[config.mk]
export PLATFORM = sky130hd
export DESIGN_NAME = path_normalizer_flat
export DESIGN_NICKNAME = d
export VERILOG_FILES = /design/src/rtl/pn_pkg.sv /design/src/rtl/pn_if.sv /design/src/rtl/pn_front.sv /design/src/rtl/pn_queue.sv /design/src/rtl/pn_back.sv /design/src/rtl/path_normalizer.sv /design/src/flat_wrapper.sv
export SDC_FILE = /design/constraint.sdc
export NUM_CORES = 1
export LEC_CHECK = 0
export ABC_AREA = 1
export BUFFER_PORTS_ARGS = -buffer_cell sky130_fd_sc_hd__buf_2
export CAP_MARGIN = 40
export CORE_ASPECT_RATIO = 0.5
export CORE_UTILIZATION = 46
export DETAILED_ROUTE_END_ITERATION = 16
export GPL_TIMING_DRIVEN = 0
export PLACE_DENSITY_LB_ADDON = 0.1
export SYNTH_ARGS = -nofsm -noshare
export SYNTH_HDL_FRONTEND = slang
export SYNTH_SLANG_ARGS = --single-unit
[constraint.sdc]
create_clock -name clock -period 8.2 [get_ports clock]
set_input_delay 1.23 -clock clock [delete_from_list [all_inputs] [get_ports clock]]
set_output_delay 1.23 -clock clock [all_outputs]
set_load 0.02 [all_outputs]
[src/rtl/pn_pkg.sv]
`timescale 1ns / 1ps
// Package for the path normaliser: sizes, character codes, operation and
// state codes, and the structs passed between the front, queue and back.
// Depends on nothing; every other file of the block uses it.
package pn_pkg;

   // Store size and derived widths
   localparam int BUFFER_BYTES = 64;
   localparam int ADDR_W       = $clog2(BUFFER_BYTES);
   localparam int LEN_W        = 7;
   localparam int POS_W        = LEN_W + 1;
   localparam int BYTE_W       = 8;
   localparam int CSR_IDX_W    = 1;
   localparam int CSR_DATA_W   = 7;

   // Character codes
   localparam logic [BYTE_W-1:0] SLASH_CHAR = 8'h2F;
   localparam logic [BYTE_W-1:0] DOT_CHAR   = 8'h2E;
   localparam logic [BYTE_W-1:0] NUL_CHAR   = 8'h00;

   // Register indexes and reset values
   localparam logic [CSR_IDX_W-1:0] CSR_ABSOLUTE_MODE   = 1'b0;
   localparam logic [CSR_IDX_W-1:0] CSR_OUTPUT_CAPACITY = 1'b1;
   localparam logic [LEN_W-1:0]     CAP_RESET           = 7'd64;

   // Request commands
   localparam logic CMD_CHAR = 1'b0;
   localparam logic CMD_END  = 1'b1;

   // Classified operations handed from front to back
   typedef enum logic [1:0] {
      OP_CHAR,
      OP_SLASH,
      OP_ABS_CHAR,
      OP_END
   } op_kind_type;

   typedef struct packed {
      op_kind_type             kind;
      logic [BYTE_W-1:0]       char_byte;
   } op_type;

   // Classification of the open component
   typedef enum logic [1:0] {
      DOTS_OTHER,
      DOTS_ONE,
      DOTS_TWO
   } dots_type;

   // Back-end sequencer states
   typedef enum logic [2:0] {
      ST_IDLE,
      ST_POP_RD,
      ST_POP_CHK,
      ST_FIN,
      ST_EMIT_RD,
      ST_EMIT_LD,
      ST_WAIT
   } state_type;

   // Configuration seen by front and back
   typedef struct packed {
      logic                    absolute_mode;
      logic [LEN_W-1:0]        output_capacity;
   } cfg_type;

endpackage

[src/rtl/pn_if.sv]
`timescale 1ns / 1ps
// Channel interfaces of the path normaliser: request, response and
// register write. Depends on pn_pkg for the field widths.

interface pn_req_if;
   logic                             valid;
   logic                             ready;
   logic                             command;
   logic [pn_pkg::BYTE_W-1:0]        char_byte;

   modport source (output valid, output command, output char_byte, input ready);
   modport sink   (input valid, input command, input char_byte, output ready);
endinterface

interface pn_rsp_if;
   logic                             valid;
   logic                             ready;
   logic [pn_pkg::BYTE_W-1:0]        out_byte;
   logic                             last;
   logic                             status;

   modport source (output valid, output out_byte, output last, output status,
                   input ready);
   modport sink   (input valid, input out_byte, input last, input status,
                   output ready);
endinterface

interface pn_csr_if;
   logic                             valid;
   logic                             ready;
   logic [pn_pkg::CSR_IDX_W-1:0]     index;
   logic [pn_pkg::CSR_DATA_W-1:0]    data;

   modport source (output valid, output index, output data, input ready);
   modport sink   (input valid, input index, input data, output ready);
endinterface

[src/rtl/pn_front.sv]
`timescale 1ns / 1ps
// Front part of the path normaliser: accepts request transactions and
// classifies each into an operation for the back part. Uses pn_pkg, pn_if.
module pn_front (
   pn_req_if.sink            req,
   input  pn_pkg::cfg_type   cfg,
   input  logic              q_full,
   output logic              q_push,
   output pn_pkg::op_type    q_op
);

   // Accept whenever the queue has room.
   assign req.ready = !q_full;
   assign q_push    = req.valid && !q_full;

   // Sort the item by command, mode and character.
   always_comb begin
      q_op.char_byte = req.char_byte;
      if (req.command == pn_pkg::CMD_END) begin
         q_op.kind = pn_pkg::OP_END;
      end else if (cfg.absolute_mode) begin
         q_op.kind = pn_pkg::OP_ABS_CHAR;
      end else if (req.char_byte == pn_pkg::SLASH_CHAR) begin
         q_op.kind = pn_pkg::OP_SLASH;
      end else begin
         q_op.kind = pn_pkg::OP_CHAR;
      end
   end

endmodule

[src/rtl/pn_queue.sv]
`timescale 1ns / 1ps
// Two-entry queue of classified operations between front and back parts.
// Uses pn_pkg for the operation struct.
module pn_queue (
   input  logic              clock,
   input  logic              reset,
   input  logic              push,
   input  pn_pkg::op_type    push_op,
   output logic              full,
   input  logic              pop,
   output logic              not_empty,
   output pn_pkg::op_type    head_op
);

   pn_pkg::op_type entry_ff [2];
   logic           wr_ptr_ff, wr_ptr_in;
   logic           rd_ptr_ff, rd_ptr_in;
   logic [1:0]     count_ff, count_in;

   assign full      = (count_ff == 2'd2);
   assign not_empty = (count_ff != 2'd0);
   assign head_op   = entry_ff[rd_ptr_ff];

   // Pointer and occupancy update
   always_comb begin
      wr_ptr_in = push ? !wr_ptr_ff : wr_ptr_ff;
      rd_ptr_in = pop  ? !rd_ptr_ff : rd_ptr_ff;
      count_in  = count_ff + {1'b0, push} - {1'b0, pop};
   end

   always_ff @(posedge clock) begin
      if (reset) begin
         wr_ptr_ff <= 1'b0;
         rd_ptr_ff <= 1'b0;
         count_ff  <= 2'd0;
      end else begin
         wr_ptr_ff <= wr_ptr_in;
         rd_ptr_ff <= rd_ptr_in;
         count_ff  <= count_in;
      end
   end

   // Entry storage
   always_ff @(posedge clock) begin
      if (push) begin
         entry_ff[wr_ptr_ff] <= push_op;
      end
   end

endmodule

[src/rtl/pn_back.sv]
`timescale 1ns / 1ps
// Back part of the path normaliser: carries out queued operations on the
// path store, walks back over the store on "..", and emits the result.
// Uses pn_pkg and pn_if.
module pn_back (
   input  logic              clock,
   input  logic              reset,
   input  pn_pkg::cfg_type   cfg,
   input  logic              q_valid,
   input  pn_pkg::op_type    q_op,
   output logic              q_pop,
   pn_rsp_if.source          rsp
);

   localparam logic [pn_pkg::LEN_W-1:0] BUF_LEN = pn_pkg::LEN_W'(pn_pkg::BUFFER_BYTES);

   // Path store
   logic [pn_pkg::BYTE_W-1:0] store_mem [pn_pkg::BUFFER_BYTES];
   logic                      mem_we;
   logic [pn_pkg::ADDR_W-1:0] mem_waddr;
   logic [pn_pkg::BYTE_W-1:0] mem_wdata;
   logic [pn_pkg::ADDR_W-1:0] mem_raddr;
   logic [pn_pkg::BYTE_W-1:0] rd_data_ff;

   // Path state
   pn_pkg::state_type         state_ff, state_in;
   logic [pn_pkg::LEN_W-1:0]  kept_ff, kept_in;
   logic [pn_pkg::LEN_W-1:0]  comp_ff, comp_in;
   pn_pkg::dots_type          dots_ff, dots_in;
   logic                      lead_ff, lead_in;
   logic                      ovf_ff, ovf_in;
   logic                      finish_ff, finish_in;
   logic [pn_pkg::ADDR_W-1:0] emit_idx_ff, emit_idx_in;

   // Response register
   logic                      rsp_valid_ff, rsp_valid_in;
   logic [pn_pkg::BYTE_W-1:0] rsp_byte_ff, rsp_byte_in;
   logic                      rsp_last_ff, rsp_last_in;
   logic                      rsp_status_ff, rsp_status_in;

   // Derived values
   logic [pn_pkg::LEN_W-1:0]  eff_cap;
   logic                      sep;
   logic [pn_pkg::POS_W-1:0]  pos;
   logic                      app_full;
   logic                      abs_full;
   logic                      close_pop;
   logic                      close_app;
   logic                      fin_error;
   logic                      emit_list;
   logic                      rsp_taken;
   pn_pkg::state_type         pop_done_state;

   assign rsp.valid  = rsp_valid_ff;
   assign rsp.out_byte = rsp_byte_ff;
   assign rsp.last   = rsp_last_ff;
   assign rsp.status = rsp_status_ff;
   assign rsp_taken  = rsp_valid_ff && rsp.ready;

   // Capacity, placement and fit checks
   always_comb begin
      eff_cap   = (cfg.output_capacity > BUF_LEN) ? BUF_LEN : cfg.output_capacity;
      sep       = (kept_ff != '0);
      pos       = {1'b0, kept_ff} + {{pn_pkg::LEN_W{1'b0}}, sep} + {1'b0, comp_ff};
      app_full  = (pos + pn_pkg::POS_W'(1)) > {1'b0, eff_cap};
      abs_full  = (({1'b0, kept_ff} + pn_pkg::POS_W'(2)) > {1'b0, eff_cap})
                  || (kept_ff >= BUF_LEN);
      close_pop = !ovf_ff && (comp_ff != '0) && (dots_ff == pn_pkg::DOTS_TWO);
      close_app = !ovf_ff && (comp_ff != '0) && (dots_ff != pn_pkg::DOTS_ONE)
                  && (dots_ff != pn_pkg::DOTS_TWO);
      fin_error = ovf_ff || (eff_cap < pn_pkg::LEN_W'(2));
      emit_list = !fin_error && (kept_ff != '0);
      pop_done_state = finish_ff ? pn_pkg::ST_FIN : pn_pkg::ST_IDLE;
   end

   // Next state
   always_comb begin
      state_in = state_ff;
      case (state_ff)
         pn_pkg::ST_IDLE: begin
            if (q_valid) begin
               case (q_op.kind)
                  pn_pkg::OP_SLASH: begin
                     if (!lead_ff && close_pop) state_in = pn_pkg::ST_POP_RD;
                  end
                  pn_pkg::OP_END: begin
                     if (!cfg.absolute_mode && close_pop) state_in = pn_pkg::ST_POP_RD;
                     else state_in = pn_pkg::ST_FIN;
                  end
                  default: begin
                  end
               endcase
            end
         end
         pn_pkg::ST_POP_RD: begin
            state_in = (kept_ff == '0) ? pop_done_state : pn_pkg::ST_POP_CHK;
         end
         pn_pkg::ST_POP_CHK: begin
            state_in = (rd_data_ff == pn_pkg::SLASH_CHAR) ? pop_done_state
                                                           : pn_pkg::ST_POP_RD;
         end
         pn_pkg::ST_FIN: begin
            state_in = emit_list ? pn_pkg::ST_EMIT_RD : pn_pkg::ST_WAIT;
         end
         pn_pkg::ST_EMIT_RD: state_in = pn_pkg::ST_EMIT_LD;
         pn_pkg::ST_EMIT_LD: state_in = pn_pkg::ST_WAIT;
         pn_pkg::ST_WAIT: begin
            if (rsp_taken) state_in = rsp_last_ff ? pn_pkg::ST_IDLE : pn_pkg::ST_EMIT_RD;
         end
         default: state_in = pn_pkg::ST_IDLE;
      endcase
   end

   // Datapath updates and store access
   always_comb begin
      kept_in       = kept_ff;
      comp_in       = comp_ff;
      dots_in       = dots_ff;
      lead_in       = lead_ff;
      ovf_in        = ovf_ff;
      finish_in     = finish_ff;
      emit_idx_in   = emit_idx_ff;
      rsp_valid_in  = rsp_valid_ff;
      rsp_byte_in   = rsp_byte_ff;
      rsp_last_in   = rsp_last_ff;
      rsp_status_in = rsp_status_ff;
      mem_we        = 1'b0;
      mem_waddr     = kept_ff[pn_pkg::ADDR_W-1:0];
      mem_wdata     = q_op.char_byte;
      mem_raddr     = emit_idx_ff;
      q_pop         = 1'b0;

      case (state_ff)
         pn_pkg::ST_IDLE: begin
            if (q_valid) begin
               q_pop = 1'b1;
               case (q_op.kind)
                  pn_pkg::OP_ABS_CHAR: begin
                     // Verbatim copy while it still fits.
                     if (!ovf_ff) begin
                        if (abs_full) begin
                           ovf_in = 1'b1;
                        end else begin
                           mem_we  = 1'b1;
                           kept_in = kept_ff + pn_pkg::LEN_W'(1);
                        end
                     end
                  end
                  pn_pkg::OP_CHAR: begin
                     // Stage the character behind the kept path.
                     lead_in = 1'b0;
                     if (!ovf_ff) begin
                        mem_we    = (pos < pn_pkg::POS_W'(pn_pkg::BUFFER_BYTES));
                        mem_waddr = pos[pn_pkg::ADDR_W-1:0];
                        if (q_op.char_byte == pn_pkg::DOT_CHAR) begin
                           if (comp_ff == '0) dots_in = pn_pkg::DOTS_ONE;
                           else if (dots_ff == pn_pkg::DOTS_ONE) dots_in = pn_pkg::DOTS_TWO;
                           else dots_in = pn_pkg::DOTS_OTHER;
                        end else begin
                           dots_in = pn_pkg::DOTS_OTHER;
                        end
                        if (comp_ff <= BUF_LEN) comp_in = comp_ff + pn_pkg::LEN_W'(1);
                     end
                  end
                  default: begin
                     // Slash or end of path: close the open component.
                     if (q_op.kind == pn_pkg::OP_END) finish_in = 1'b1;
                     if ((q_op.kind == pn_pkg::OP_SLASH && !lead_ff)
                         || (q_op.kind == pn_pkg::OP_END && !cfg.absolute_mode)) begin
                        if (close_app) begin
                           if (app_full) begin
                              ovf_in = 1'b1;
                           end else begin
                              mem_we    = sep && (kept_ff < BUF_LEN);
                              mem_wdata = pn_pkg::SLASH_CHAR;
                              kept_in   = pos[pn_pkg::LEN_W-1:0];
                           end
                        end
                        comp_in = '0;
                        dots_in = pn_pkg::DOTS_OTHER;
                     end
                  end
               endcase
            end
         end
         pn_pkg::ST_POP_RD: begin
            mem_raddr = pn_pkg::ADDR_W'(kept_ff - pn_pkg::LEN_W'(1));
         end
         pn_pkg::ST_POP_CHK: begin
            // Each byte examined is dropped, the separator included.
            kept_in = kept_ff - pn_pkg::LEN_W'(1);
         end
         pn_pkg::ST_FIN: begin
            rsp_last_in   = 1'b1;
            rsp_status_in = 1'b0;
            if (fin_error) begin
               rsp_valid_in  = 1'b1;
               rsp_byte_in   = pn_pkg::NUL_CHAR;
               rsp_status_in = 1'b1;
            end else if (kept_ff == '0) begin
               rsp_valid_in = 1'b1;
               rsp_byte_in  = cfg.absolute_mode ? pn_pkg::NUL_CHAR : pn_pkg::DOT_CHAR;
            end
         end
         pn_pkg::ST_EMIT_RD: begin
            mem_raddr = emit_idx_ff;
         end
         pn_pkg::ST_EMIT_LD: begin
            rsp_valid_in  = 1'b1;
            rsp_byte_in   = rd_data_ff;
            rsp_status_in = 1'b0;
            rsp_last_in   = ({1'b0, emit_idx_ff} + pn_pkg::LEN_W'(1)) == kept_ff;
         end
         pn_pkg::ST_WAIT: begin
            if (rsp_taken) begin
               rsp_valid_in = 1'b0;
               if (rsp_last_ff) begin
                  // Path finished: back to the empty-path state.
                  kept_in     = '0;
                  comp_in     = '0;
                  dots_in     = pn_pkg::DOTS_OTHER;
                  lead_in     = 1'b1;
                  ovf_in      = 1'b0;
                  finish_in   = 1'b0;
                  emit_idx_in = '0;
               end else begin
                  emit_idx_in = emit_idx_ff + pn_pkg::ADDR_W'(1);
               end
            end
         end
         default: begin
         end
      endcase
   end

   // Control registers
   always_ff @(posedge clock) begin
      if (reset) begin
         state_ff     <= pn_pkg::ST_IDLE;
         kept_ff      <= '0;
         comp_ff      <= '0;
         dots_ff      <= pn_pkg::DOTS_OTHER;
         lead_ff      <= 1'b1;
         ovf_ff       <= 1'b0;
         finish_ff    <= 1'b0;
         emit_idx_ff  <= '0;
         rsp_valid_ff <= 1'b0;
      end else begin
         state_ff     <= state_in;
         kept_ff      <= kept_in;
         comp_ff      <= comp_in;
         dots_ff      <= dots_in;
         lead_ff      <= lead_in;
         ovf_ff       <= ovf_in;
         finish_ff    <= finish_in;
         emit_idx_ff  <= emit_idx_in;
         rsp_valid_ff <= rsp_valid_in;
      end
   end

   // Response payload
   always_ff @(posedge clock) begin
      rsp_byte_ff   <= rsp_byte_in;
      rsp_last_ff   <= rsp_last_in;
      rsp_status_ff <= rsp_status_in;
   end

   // Store write port and registered read port
   always_ff @(posedge clock) begin
      if (mem_we) begin
         store_mem[mem_waddr] <= mem_wdata;
      end
      rd_data_ff <= store_mem[mem_raddr];
   end

endmodule

[src/rtl/path_normalizer.sv]
`timescale 1ns / 1ps
// Path normaliser top level: configuration registers, front, queue and back.
// Uses pn_pkg, pn_if, pn_front, pn_queue and pn_back.
//
// A path arrives as one character transaction per byte followed by an end
// transaction. Characters are accepted one per cycle while the two-entry
// queue has room; the back part executes one per cycle while idle. A ".."
// component walks back over the store through its registered read port,
// reading and then dropping each byte until it drops a separator or
// reaches the start of the store. The end transaction leaves the queue and
// the finish state ends the path. Each result byte then passes through
// store read, response load and hand-over, which waits for the response
// side. A single-result ending ("." , empty or error) is loaded in the
// finish state and handed over from the wait state. New characters queue
// while results drain until the queue fills. No clearing pass follows reset.
module path_normalizer (
   input  logic      clock,
   input  logic      reset,
   pn_req_if.sink    req_ch,
   pn_rsp_if.source  rsp_ch,
   pn_csr_if.sink    csr_ch
);

   pn_pkg::cfg_type cfg_ff, cfg_in;
   logic            q_push;
   logic            q_full;
   logic            q_pop;
   logic            q_valid;
   pn_pkg::op_type  push_op;
   pn_pkg::op_type  head_op;

   // Register writes are always taken.
   assign csr_ch.ready = 1'b1;

   always_comb begin
      cfg_in = cfg_ff;
      if (csr_ch.valid) begin
         case (csr_ch.index)
            pn_pkg::CSR_ABSOLUTE_MODE:   cfg_in.absolute_mode   = csr_ch.data[0];
            pn_pkg::CSR_OUTPUT_CAPACITY: cfg_in.output_capacity = csr_ch.data;
            default: begin
            end
         endcase
      end
   end

   always_ff @(posedge clock) begin
      if (reset) begin
         cfg_ff.absolute_mode   <= 1'b0;
         cfg_ff.output_capacity <= pn_pkg::CAP_RESET;
      end else begin
         cfg_ff <= cfg_in;
      end
   end

   pn_front u_front (
      .req    (req_ch),
      .cfg    (cfg_ff),
      .q_full (q_full),
      .q_push (q_push),
      .q_op   (push_op)
   );

   pn_queue u_queue (
      .clock     (clock),
      .reset     (reset),
      .push      (q_push),
      .push_op   (push_op),
      .full      (q_full),
      .pop       (q_pop),
      .not_empty (q_valid),
      .head_op   (head_op)
   );

   pn_back u_back (
      .clock   (clock),
      .reset   (reset),
      .cfg     (cfg_ff),
      .q_valid (q_valid),
      .q_op    (head_op),
      .q_pop   (q_pop),
      .rsp     (rsp_ch)
   );

endmodule

[src/flat_wrapper.sv]
// flat-port wrapper written by rule: the top's interface ports become plain ports
module path_normalizer_flat 
  (clock, reset, req_ch_valid, req_ch_command, req_ch_char_byte, req_ch_ready, rsp_ch_valid, rsp_ch_out_byte, rsp_ch_last, rsp_ch_status, rsp_ch_ready, csr_ch_valid, csr_ch_index, csr_ch_data, csr_ch_ready);
  pn_req_if req_ch_i ();
  pn_rsp_if rsp_ch_i ();
  pn_csr_if csr_ch_i ();
  input  logic clock;
  input  logic reset;
  input wire logic [$bits(req_ch_i.valid)-1:0] req_ch_valid;
  input wire logic [$bits(req_ch_i.command)-1:0] req_ch_command;
  input wire logic [$bits(req_ch_i.char_byte)-1:0] req_ch_char_byte;
  output wire logic [$bits(req_ch_i.ready)-1:0] req_ch_ready;
  output wire logic [$bits(rsp_ch_i.valid)-1:0] rsp_ch_valid;
  output wire logic [$bits(rsp_ch_i.out_byte)-1:0] rsp_ch_out_byte;
  output wire logic [$bits(rsp_ch_i.last)-1:0] rsp_ch_last;
  output wire logic [$bits(rsp_ch_i.status)-1:0] rsp_ch_status;
  input wire logic [$bits(rsp_ch_i.ready)-1:0] rsp_ch_ready;
  input wire logic [$bits(csr_ch_i.valid)-1:0] csr_ch_valid;
  input wire logic [$bits(csr_ch_i.index)-1:0] csr_ch_index;
  input wire logic [$bits(csr_ch_i.data)-1:0] csr_ch_data;
  output wire logic [$bits(csr_ch_i.ready)-1:0] csr_ch_ready;
  assign req_ch_i.valid = req_ch_valid;
  assign req_ch_i.command = req_ch_command;
  assign req_ch_i.char_byte = req_ch_char_byte;
  assign req_ch_ready = req_ch_i.ready;
  assign rsp_ch_valid = rsp_ch_i.valid;
  assign rsp_ch_out_byte = rsp_ch_i.out_byte;
  assign rsp_ch_last = rsp_ch_i.last;
  assign rsp_ch_status = rsp_ch_i.status;
  assign rsp_ch_i.ready = rsp_ch_ready;
  assign csr_ch_i.valid = csr_ch_valid;
  assign csr_ch_i.index = csr_ch_index;
  assign csr_ch_i.data = csr_ch_data;
  assign csr_ch_ready = csr_ch_i.ready;
  path_normalizer u_core (.clock(clock), .reset(reset), .req_ch(req_ch_i), .rsp_ch(rsp_ch_i), .csr_ch(csr_ch_i));
endmodule
==> flow_metrics.py, run 1 <==
metrics = {
    "worst_setup_path": {
        "cp_slowest_cell": "nor2_1",
        "slowest_delay_ps": 780,
        "critPathMaxFanout": 8,
        "required_ps": 8420,
        "arrival_ps": 6440,
        "critPathKind": "flip-flop to flip-flop",
        "critPathLaunchType": "flip-flop",
        "crit_path_frequent_cell": "nand2_1",
        "critPathCaptureType": "flip-flop",
        "r2r_slack_ps": 1980,
    },
    "pwr": {
        "power.switching_mw": 3.52,
        "ir_drop_v": 0.000243,
        "leakagePower_nw": 10.1,
        "p_int_mw": 5.79,
        "p_comb_share_pct": 33.2,
        "swShare_pct": 37.8,
        "seq_power_share_pct": 40.9,
        "pwr-share-clk_pct": 25.9,
        "power_density_nw_per_um2": 321,
    },
    "synth": {
        "yosys.area_share.simple_pct": 14.6,
        "synth_top_family_by_area": "simple AND/OR/NAND/NOR gates",
        "synth_cells": 2310,
        "synth_cell_types": 54,
        "synthAdderAreaFrac_pct": 1.65,
        "synth_nets": 2365,
        "synthMuxAreaShare_pct": 0.154,
        "syn_avg_cell_area_um2": 11.3,
        "synth.cell_area_um2": 26000,
        "yosys_warnings": 0,
        "synth_xor_area_share_pct": 0.808,
        "synth_compound_area_share_pct": 11.7,
        "ys_seq_area_share_pct": 66.4,
        "ys_seq_elements": 592,
    },
    "min_path": {
        "min_path_type": "flip-flop to flip-flop",
    },
    "sta": {
        "fin_ws_ps": 1980,
        "worst-slew-pin-transition_ps": 967,
        "setup_viol": 0,
        "period_share_pct": 75.8,
        "post-route-min-period_ps": 6220,
        "clock_skew_ps": 22.9,
        "hold_violations": 0,
        "fmax_mhz": 161,
        "slew_viol_final": 0,
        "final.setup.tns_ps": 0,
        "max_slew_margin_pct": 35.5,
        "rsz0062_at_grt": "no",
    },
    "run_status": {
        "status": "finished clean",
    },
    "cells_and_area": {
        "area_delta_synth_final_pct": 11.8,
        "final_common_cell": "edfxtp_1",
        "final_cell_mix": "edfxtp_1, nor2_1, o21ai_0",
        "final_nets": 2482,
        "layout-drive-gt1-share_pct": 11.6,
        "n_fill_cell": 5002,
        "multi_input_area_um2": 7560,
        "antenna_cells": 0,
        "regArea_um2": 17300,
    },
    "routing": {
        "via_per_inst": 5.72,
        "drt_wl_total_mm": 78.0,
        "avgRoutedWirePerCell_um": 24.2,
        "vias": 18500,
        "ant_nets": 0,
        "dr.pass1.iters": 6,
        "drc": 0,
        "drt-initial-drc-count": 2235,
    },
    "die": {
        "fp.dieH_um": 170,
        "rows": 61,
        "core_area_um2": 55700,
        "dieArea_um2": 57600,
        "pin_count": 35,
        "initial_core_util_pct": 46.7,
        "dieWidth_um": 338,
    },
    "placed_design": {
        "place.gp.congestion": 0.920,
        "io_buffers": 33,
        "hpwl_mm": 53.1,
        "dp_slack_ps": 2050,
    },
    "clock_tree": {
        "cts_buffers": 54,
        "cts_sinks": 592,
        "cts_tree": "built",
        "cts_setup_buffers": 0,
        "ctsHoldBuffers": 0,
        "clk_pin_slew_ps": 70,
        "cts_buffer_depth": 3,
        "cts_max_level": 2,
        "insertion_delay_ps": 610,
        "clock-root-buffer": "clkbuf_16",
        "cts_resized": 0,
    },
    "global_route": {
        "grtUsageMet1_pct": 38.2,
        "top_usage_layer": "met2",
        "grt_pass1_vias": 17000,
        "overflow": 0,
        "grt_max_degree": 65,
        "grt_pass1_wl_mm": 113,
        "use_met3_pct": 5.44,
        "antenna_found_initial": 1,
        "grt_util_all_layers_pct": 26.9,
        "met2_usage_pct": 42.4,
    },
    "job": {
        "maxCapViolations": 0,
    },
}
sequential cells by signal, indices dropped and copies added (netlist names), named ones only:
signal / count
u_core.cfg_ff: 8
u_core.u_back.comp_ff: 7
u_core.u_back.dots_ff: 2
u_core.u_back.emit_idx_ff: 6
u_core.u_back.finish_ff: 1
u_core.u_back.kept_ff: 7
u_core.u_back.lead_ff: 1
u_core.u_back.ovf_ff: 1
u_core.u_back.rd_data_ff: 8
u_core.u_back.rsp.last: 1
u_core.u_back.rsp.out_byte: 8
u_core.u_back.rsp.status: 1
u_core.u_back.rsp.valid: 1
u_core.u_back.state_ff: 3
u_core.u_back.store_mem: 512
u_core.u_queue.count_ff: 2
u_core.u_queue.entry_ff: 20
u_core.u_queue.rd_ptr_ff: 1
u_core.u_queue.wr_ptr_ff: 1
final cells by class:
class	instances	share of cell area (%)
Sequential cell	592	59.4
Multi-Input combinational cell	1437	26.0
Clock buffer	63	4.84
Tap cell	756	3.25
Inverter	165	2.14
Buffer	116	1.99
Timing Repair Buffer	61	1.58
Clock inverter	35	0.753
kinds of logic after synthesis:
| group | Yosys count |
|---|---|
| mux | 4 |
| compound gates | 504 |
| flops | 592 |
| other cells | 1 |
| simple gates | 871 |
| buf+inv | 281 |
| xor+xnor | 24 |
| fa+ha+maj | 33 |
power by group through the flow:
| stage | Combinational (mW) | Clock, mW | Sequential [mW] |
|---|---|---|---|
| floorplan | 1.78 | 0 | 3.87 |
| global placement | 2.92 | 0 | 3.93 |
| detailed placement | 3.03 | 0 | 3.87 |
| CTS | 3.04 | 2.44 | 3.81 |
| global route | 3.31 | 2.55 | 3.82 |
| finish | 3.09 | 2.42 | 3.81 |
synth_stat cells, drive strengths merged:
| library cell | number | area (µm²) |
|---|---|---|
| edfxtp | 542 | 16300 |
| nor2 | 455 | 1750 |
| o21ai | 289 | 1520 |
| nand2 | 201 | 793 |
| inv | 163 | 614 |
| nand3 | 162 | 921 |
| o211ai | 162 | 1220 |
| buf | 81 | 445 |
| dfxtp | 50 | 1000 |
| a21oi | 38 | 190 |
| clkbuf | 35 | 134 |
| ha | 31 | 388 |
| nand4 | 21 | 131 |
| xor2 | 21 | 184 |
| nor3 | 15 | 91.3 |
| nor4 | 5 | 31.3 |
| a211oi | 4 | 30.0 |
| mux2i | 4 | 40.0 |
| nand3b | 4 | 30.0 |
| nor3b | 4 | 30.0 |
| xnor2 | 3 | 26.3 |
| a22oi | 2 | 15.0 |
| and3 | 2 | 12.5 |
| clkinv | 2 | 7.51 |
| fa | 2 | 40.0 |
| or2 | 2 | 15.0 |
| a2111oi | 1 | 8.76 |
| a21boi | 1 | 7.51 |
| a21o | 1 | 7.51 |
| a31o | 1 | 8.76 |
| a31oi | 1 | 6.26 |
| a32o | 1 | 10.0 |
| conb | 1 | 3.75 |
| o21a | 1 | 7.51 |
| o22ai | 1 | 6.26 |
| o41ai | 1 | 8.76 |
critical path, delay by kind of cell (launching register included):
kind,cells,cell delay [ps]
and+or+nand+nor,16,2860
adders and majority gates,4,1500
buffers and inverters,4,670
DFF,1,520
xor gates and xnor gates,1,180
AOI/OAI and AO/OA,1,70
final timing paths:
path	cells after the start	end	from
setup / recovery	26	u_core.u_back.store_mem[11][5]	u_core.u_back.kept_ff[1]
hold / removal	1	u_core.u_queue.rd_ptr_ff	u_core.u_queue.rd_ptr_ff
setup reg to reg	26	u_core.u_back.store_mem[11][5]	u_core.u_back.kept_ff[1]
hold reg to reg	1	u_core.u_queue.rd_ptr_ff	u_core.u_queue.rd_ptr_ff
through the flow:
step,utilization (%),total power [mW],hold WS [ps],instances,instance area (µm²)
finish,52.2,9.32,455,3225,29100
global route,52.2,9.68,497,3225,29100
CTS,52.2,9.28,453,3225,29100
detailed placement,49.3,6.90,445,3127,27400
global placement,48.7,6.85,439,3099,27100
floorplan,-,5.65,425,2310,26000
routing by layer:
metal | part of all wire [%] | vias to the layer above
met5 | 0 | -
met2 | 45 | 802
met1 | 44 | 9032
met4 | 2.7 | 0
met3 | 8.9 | 134
li1 | - | 8486
Power figures use the tool's default switching activity.
==> inputs of run 2 (changes only) <==
==> constraint.sdc (replaced) <==
create_clock -name clock -period 5.03 [get_ports clock]
set_input_delay 0.7545 -clock clock [delete_from_list [all_inputs] [get_ports clock]]
set_output_delay 0.7545 -clock clock [all_outputs]
set_load 0.02 [all_outputs]
==> flow_metrics.py, run 2 (synthesis results as in run 1) <==
metrics = {
    "pwr": {
        "ir_drop_v": 0.000355,
        "p_int_mw": 9.61,
        "seq_power_share_pct": 39.8,
        "total_power_mw": 15.6,
        "power_density_nw_per_um2": 505,
        "leakagePower_nw": 10.7,
        "power.switching_mw": 5.98,
        "pwr-share-clk_pct": 25.3,
        "p_comb_share_pct": 34.9,
        "swShare_pct": 38.3,
    },
    "job": {
        "maxCapViolations": 0,
    },
    "sta": {
        "clock_skew_ps": 24.0,
        "hold_violations": 0,
        "worst-slew-pin-transition_ps": 906,
        "rsz0062_at_grt": "yes",
        "setup_viol": 0,
        "slew_viol_final": 0,
        "fmax_mhz": 203,
        "period_share_pct": 98.1,
        "whs_ps": 363,
        "post-route-min-period_ps": 4930,
        "max_slew_margin_pct": 39.4,
    },
    "die": {
        "pin_count": 35,
        "initial_core_util_pct": 46.7,
        "dieWidth_um": 338,
        "rows": 61,
        "core_area_um2": 55700,
        "fp.dieH_um": 170,
        "dieArea_um2": 57600,
    },
    "routing": {
        "drt_wl_total_mm": 79.7,
        "dr.pass1.iters": 6,
        "via_per_inst": 5.72,
        "avgRoutedWirePerCell_um": 24.1,
        "ant_nets": 0,
        "drc": 0,
        "drt-initial-drc-count": 2201,
        "vias": 18900,
    },
    "cells_and_area": {
        "multi_input_area_um2": 8150,
        "regArea_um2": 17300,
        "top_register": "u_core.u_back.store_mem",
        "layout-drive-gt1-share_pct": 17.9,
        "final_nets": 2566,
        "largestRegisters": "u_core.u_back.store_mem x512, u_core.u_queue.entry_ff x20",
        "n_fill_cell": 4770,
        "area_delta_synth_final_pct": 18.8,
        "final_cell_mix": "edfxtp_1, nor2_1, o21ai_0",
        "largest_reg_flops": 512,
        "final_common_cell": "edfxtp_1",
        "antenna_cells": 0,
    },
    "worst_setup_path": {
        "critPathLaunchType": "flip-flop",
        "critPathKind": "flip-flop to flip-flop",
        "critPathMaxFanout": 8,
        "critPathCaptureType": "flip-flop",
        "arrival_ps": 5240,
        "required_ps": 5340,
    },
    "clock_tree": {
        "cts_max_level": 2,
        "cts_sinks": 592,
        "insertion_delay_ps": 610,
        "cts_buffer_depth": 3,
        "clk_pin_slew_ps": 70,
        "cts_tree": "built",
        "clock-root-buffer": "clkbuf_16",
        "cts_buffers": 54,
        "ctsHoldBuffers": 0,
    },
    "run_status": {
        "status": "finished clean",
    },
    "placed_design": {
        "hpwl_mm": 53.1,
        "io_buffers": 33,
        "place.gp.congestion": 0.920,
    },
    "global_route": {
        "grt_pass1_wl_mm": 115,
        "grt_max_degree": 65,
        "grt_pass1_vias": 17500,
        "grt_util_all_layers_pct": 27.3,
        "overflow": 0,
        "antenna_found_initial": 0,
    },
    "min_path": {
        "min_path_type": "input pin to flip-flop",
    },
}
[run 2: worst max-delay path, stage by stage (launching register included)]
cell        delay (ps)
dfxtp_4            420
clkinvlp_4         150
ha_4               190
nand3_2             90
nor2_2              50
nand2_2            110
nor2_4              70
fa_2               420
fa_2               540
inv_2               60
ha_4               160
nand4_1            120
buf_4              140
xor2_1             150
inv_1               90
ha_1               280
and3_4             180
o21ai_2             50
nand3b_1            90
nand2_2            130
nand3_2            100
or2_4              290
nand2_8            150
nand3_4             90
buf_12             190
nor2_4             150
buf_6              170
[run 2: area by class of cell]
cell class / count / share of cell area (%)
multi-input combinational: 1437 / 26.4
timing repair buffer: 145 / 5.37
inverter: 165 / 2.07
sequential: 592 / 55.9
clock inverter: 35 / 0.709
tap: 756 / 3.06
buffer: 116 / 1.91
clock buffer: 63 / 4.55
[run 2: timing repair]
action | CTS | global route
gates resized for setup | 156 | 57
buffers inserted | 57 | 27
pin swaps | 29 | 50
setup endpoints to repair | 1031 | 876
[run 2: metrics by stage]
step,util (%),worst slack (ps),cells,TNS [ps],instance area (µm²)
floorplan,-,216,2310,0,26000
global placement,48.7,-2250,3099,-1554990,27100
detailed placement,49.3,-1120,3127,-895120,27400
CTS,54.5,0.842,3282,0,30400
global route,55.5,-107,3309,-29640,30900
finish,55.5,98.0,3309,0,30900
[run 2: path summary, 6_finish.rpt]
| path | startpoint | end | slack (ps) | cells past startpoint |
|---|---|---|---|---|
| hold reg to reg | u_core.u_queue.rd_ptr_ff | u_core.u_queue.rd_ptr_ff | 460 | 1 |
| setup / recovery | u_core.u_back.kept_ff[1] | u_core.u_back.store_mem[15][0] | 100 | 26 |
| hold / removal | req_ch_char_byte[6] | u_core.u_queue.entry_ff[0][6] | 360 | 1 |
| setup reg to reg | u_core.u_back.kept_ff[1] | u_core.u_back.store_mem[15][0] | 100 | 26 |
[run 2: per-layer routing]
layer	up-vias	track usage (%)	routed length [µm]
met4	0	7.34	2430
met1	9217	38.3	34000
met3	167	5.44	7460
met2	877	43.5	35800
met5	-	0	0
li1	8674	-	-
[run 2: power by group through the flow]
| stage | Combinational [mW] | Sequential [mW] | Clock, mW |
|---|---|---|---|
| 2_1_floorplan | 2.90 | 6.30 | 0 |
| 3_3_place_gp | 4.76 | 6.40 | 0 |
| 3_5_place_dp | 4.94 | 6.31 | 0 |
| 4_1_cts | 5.19 | 6.20 | 3.97 |
| 5_1_grt | 5.80 | 6.22 | 4.15 |
| 6_report | 5.44 | 6.20 | 3.94 |
==> inputs of run 3 (changes only) <==
--- a/config.mk
+++ b/config.mk
@@ -6,7 +6,7 @@
 export NUM_CORES = 1
 export LEC_CHECK = 0
 export ABC_AREA = 1
-export BUFFER_PORTS_ARGS = -buffer_cell sky130_fd_sc_hd__buf_2
+export BUFFER_PORTS_ARGS = -buffer_cell sky130_fd_sc_hd__buf_4
 export CAP_MARGIN = 40
 export CORE_ASPECT_RATIO = 0.5
 export CORE_UTILIZATION = 46
==> flow_metrics.py, run 3 (synthesis results as in run 1) <==
metrics = {
    "clock_tree": {
        "cts_buffer_depth": 3,
        "cts_tree": "built",
        "clock-root-buffer": "clkbuf_16",
        "insertion_delay_ps": 600,
        "cts_max_level": 2,
        "ctsHoldBuffers": 0,
        "clk_pin_slew_ps": 70,
        "cts_buffers": 54,
        "cts_sinks": 592,
    },
    "worst_setup_path": {
        "cp_slowest_cell": "dfxtp_2",
        "critPathCaptureType": "flip-flop",
        "crit_path_frequent_cell": "buf_4",
        "required_ps": 5520,
        "critPathLaunchType": "flip-flop",
        "critPathKind": "flip-flop to flip-flop",
        "r2r_slack_ps": 5,
        "slowest_delay_ps": 330,
        "critPathMaxFanout": 4,
        "arrival_ps": 5510,
    },
    "die": {
        "dieWidth_um": 338,
        "initial_core_util_pct": 46.7,
        "fp.dieH_um": 170,
        "pin_count": 35,
        "dieArea_um2": 57600,
        "rows": 61,
        "core_area_um2": 55700,
    },
    "cells_and_area": {
        "area_delta_synth_final_pct": 19.2,
        "antenna_cells": 0,
        "final_common_cell": "edfxtp_1",
        "layout-drive-gt1-share_pct": 18.4,
        "n_fill_cell": 4724,
        "largestRegisters": "u_core.u_back.store_mem x512, u_core.u_queue.entry_ff x20",
        "final_cell_mix": "edfxtp_1, nor2_1, o21ai_0",
        "largest_reg_flops": 512,
        "final_nets": 2567,
        "top_register": "u_core.u_back.store_mem",
    },
    "pwr": {
        "ir_drop_v": 0.000337,
        "power_density_nw_per_um2": 519,
        "leakagePower_nw": 10.8,
    },
    "run_status": {
        "status": "finished clean",
    },
    "placed_design": {
        "hpwl_mm": 52.7,
        "dp_slack_ps": -1160,
        "io_buffers": 33,
        "place.gp.congestion": 0.921,
    },
    "sta": {
        "setup_viol": 0,
        "worst-slew-pin-transition_ps": 930,
        "fin_ws_ps": 5.03,
        "rsz0062_at_grt": "yes",
        "post-route-min-period_ps": 5020,
        "fmax_mhz": 199,
        "final.setup.tns_ps": 0,
        "clock_skew_ps": 24.4,
        "hold_violations": 0,
        "period_share_pct": 99.9,
        "slew_viol_final": 0,
        "max_slew_margin_pct": 37.8,
    },
    "routing": {
        "drt-initial-drc-count": 2246,
        "drt_wl_total_mm": 79.8,
        "ant_nets": 0,
        "via_per_inst": 5.74,
        "vias": 19000,
        "avgRoutedWirePerCell_um": 24.1,
        "dr.pass1.iters": 8,
        "drc": 0,
    },
    "global_route": {
        "grt_pass1_vias": 17800,
        "antenna_found_initial": 3,
        "overflow": 0,
        "grt_pass1_wl_mm": 115,
        "grt_max_degree": 65,
        "grt_util_all_layers_pct": 27.4,
    },
    "min_path": {
        "min_path_type": "input pin to flip-flop",
    },
    "job": {
        "maxCapViolations": 0,
    },
}
## run 3: cell count changes in the layout (fill, tap and decap cells not counted), sizes merged
cell      previous run  this run
clkinv              29        21
inv                164       161
buf                226       227
bufinv               2         5
clkinvlp             5         6
clkbuf              98       104
## run 3: area by class of cell
type | count | area (µm²) | area share (%)
Clock inverter | 28 | 264 | 0.851
Tap cell | 756 | 946 | 3.05
Buffer | 116 | 594 | 1.92
Clock buffer | 69 | 1430 | 4.61
Timing Repair Buffer | 146 | 1620 | 5.24
Sequential cell | 592 | 17300 | 55.7
Multi-Input combinational cell | 1437 | 8210 | 26.5
Inverter | 165 | 656 | 2.11
## run 3: worst paths after layout
check | start | to | depth (start not counted)
max reg2reg | u_core.u_back.kept_ff[0] | u_core.u_back.kept_ff[6] | 41
min reg2reg | u_core.u_queue.rd_ptr_ff | u_core.u_queue.rd_ptr_ff | 1
max | u_core.u_back.kept_ff[0] | u_core.u_back.kept_ff[6] | 41
min | req_ch_char_byte[1] | u_core.u_queue.entry_ff[1][1] | 1
## run 3: stage by stage
step	power, mW	utilization (%)	instances	hold slack [ps]	cell area, µm²
2_1_floorplan	9.21	-	2310	425	26000
3_3_place_gp	11.2	48.8	3099	439	27200
3_5_place_dp	11.3	49.4	3123	447	27500
4_1_cts	15.8	54.8	3285	335	30500
5_1_grt	16.7	55.7	3309	336	31000
6_report	16.1	55.7	3309	359	31000
## run 3: per-layer routing
| layer | GRT usage (%) | wire length [µm] | vias up |
|---|---|---|---|
| li1 | - | - | 8675 |
| met1 | 38.3 | 33800 | 9321 |
| met2 | 43.4 | 36100 | 862 |
| met3 | 6.22 | 7890 | 144 |
| met4 | 7.22 | 2050 | 0 |
| met5 | 0 | 0 | - |
## run 3: critical path, delay by kind of cell, from the launching register on
| kind | cells | cell delay (ps) |
|---|---|---|
| AOI/OAI and AO/OA | 2 | 220 |
| adders and majority gates | 1 | 130 |
| buffers and inverters | 31 | 3700 |
| DFF | 1 | 330 |
| and+or+nand+nor | 7 | 530 |
## run 3: timing repair
item,CTS,global route
setup buffers,65,24
pin swaps,23,37
setup endpoints to repair,1031,737
gates resized for setup,146,68
## run 3: power breakdown
| group | switching, mW | internal, mW |
|---|---|---|
| Combinational | 4.17 | 1.65 |
| Sequential | 0.0864 | 6.11 |
| Clock | 1.83 | 2.26 |
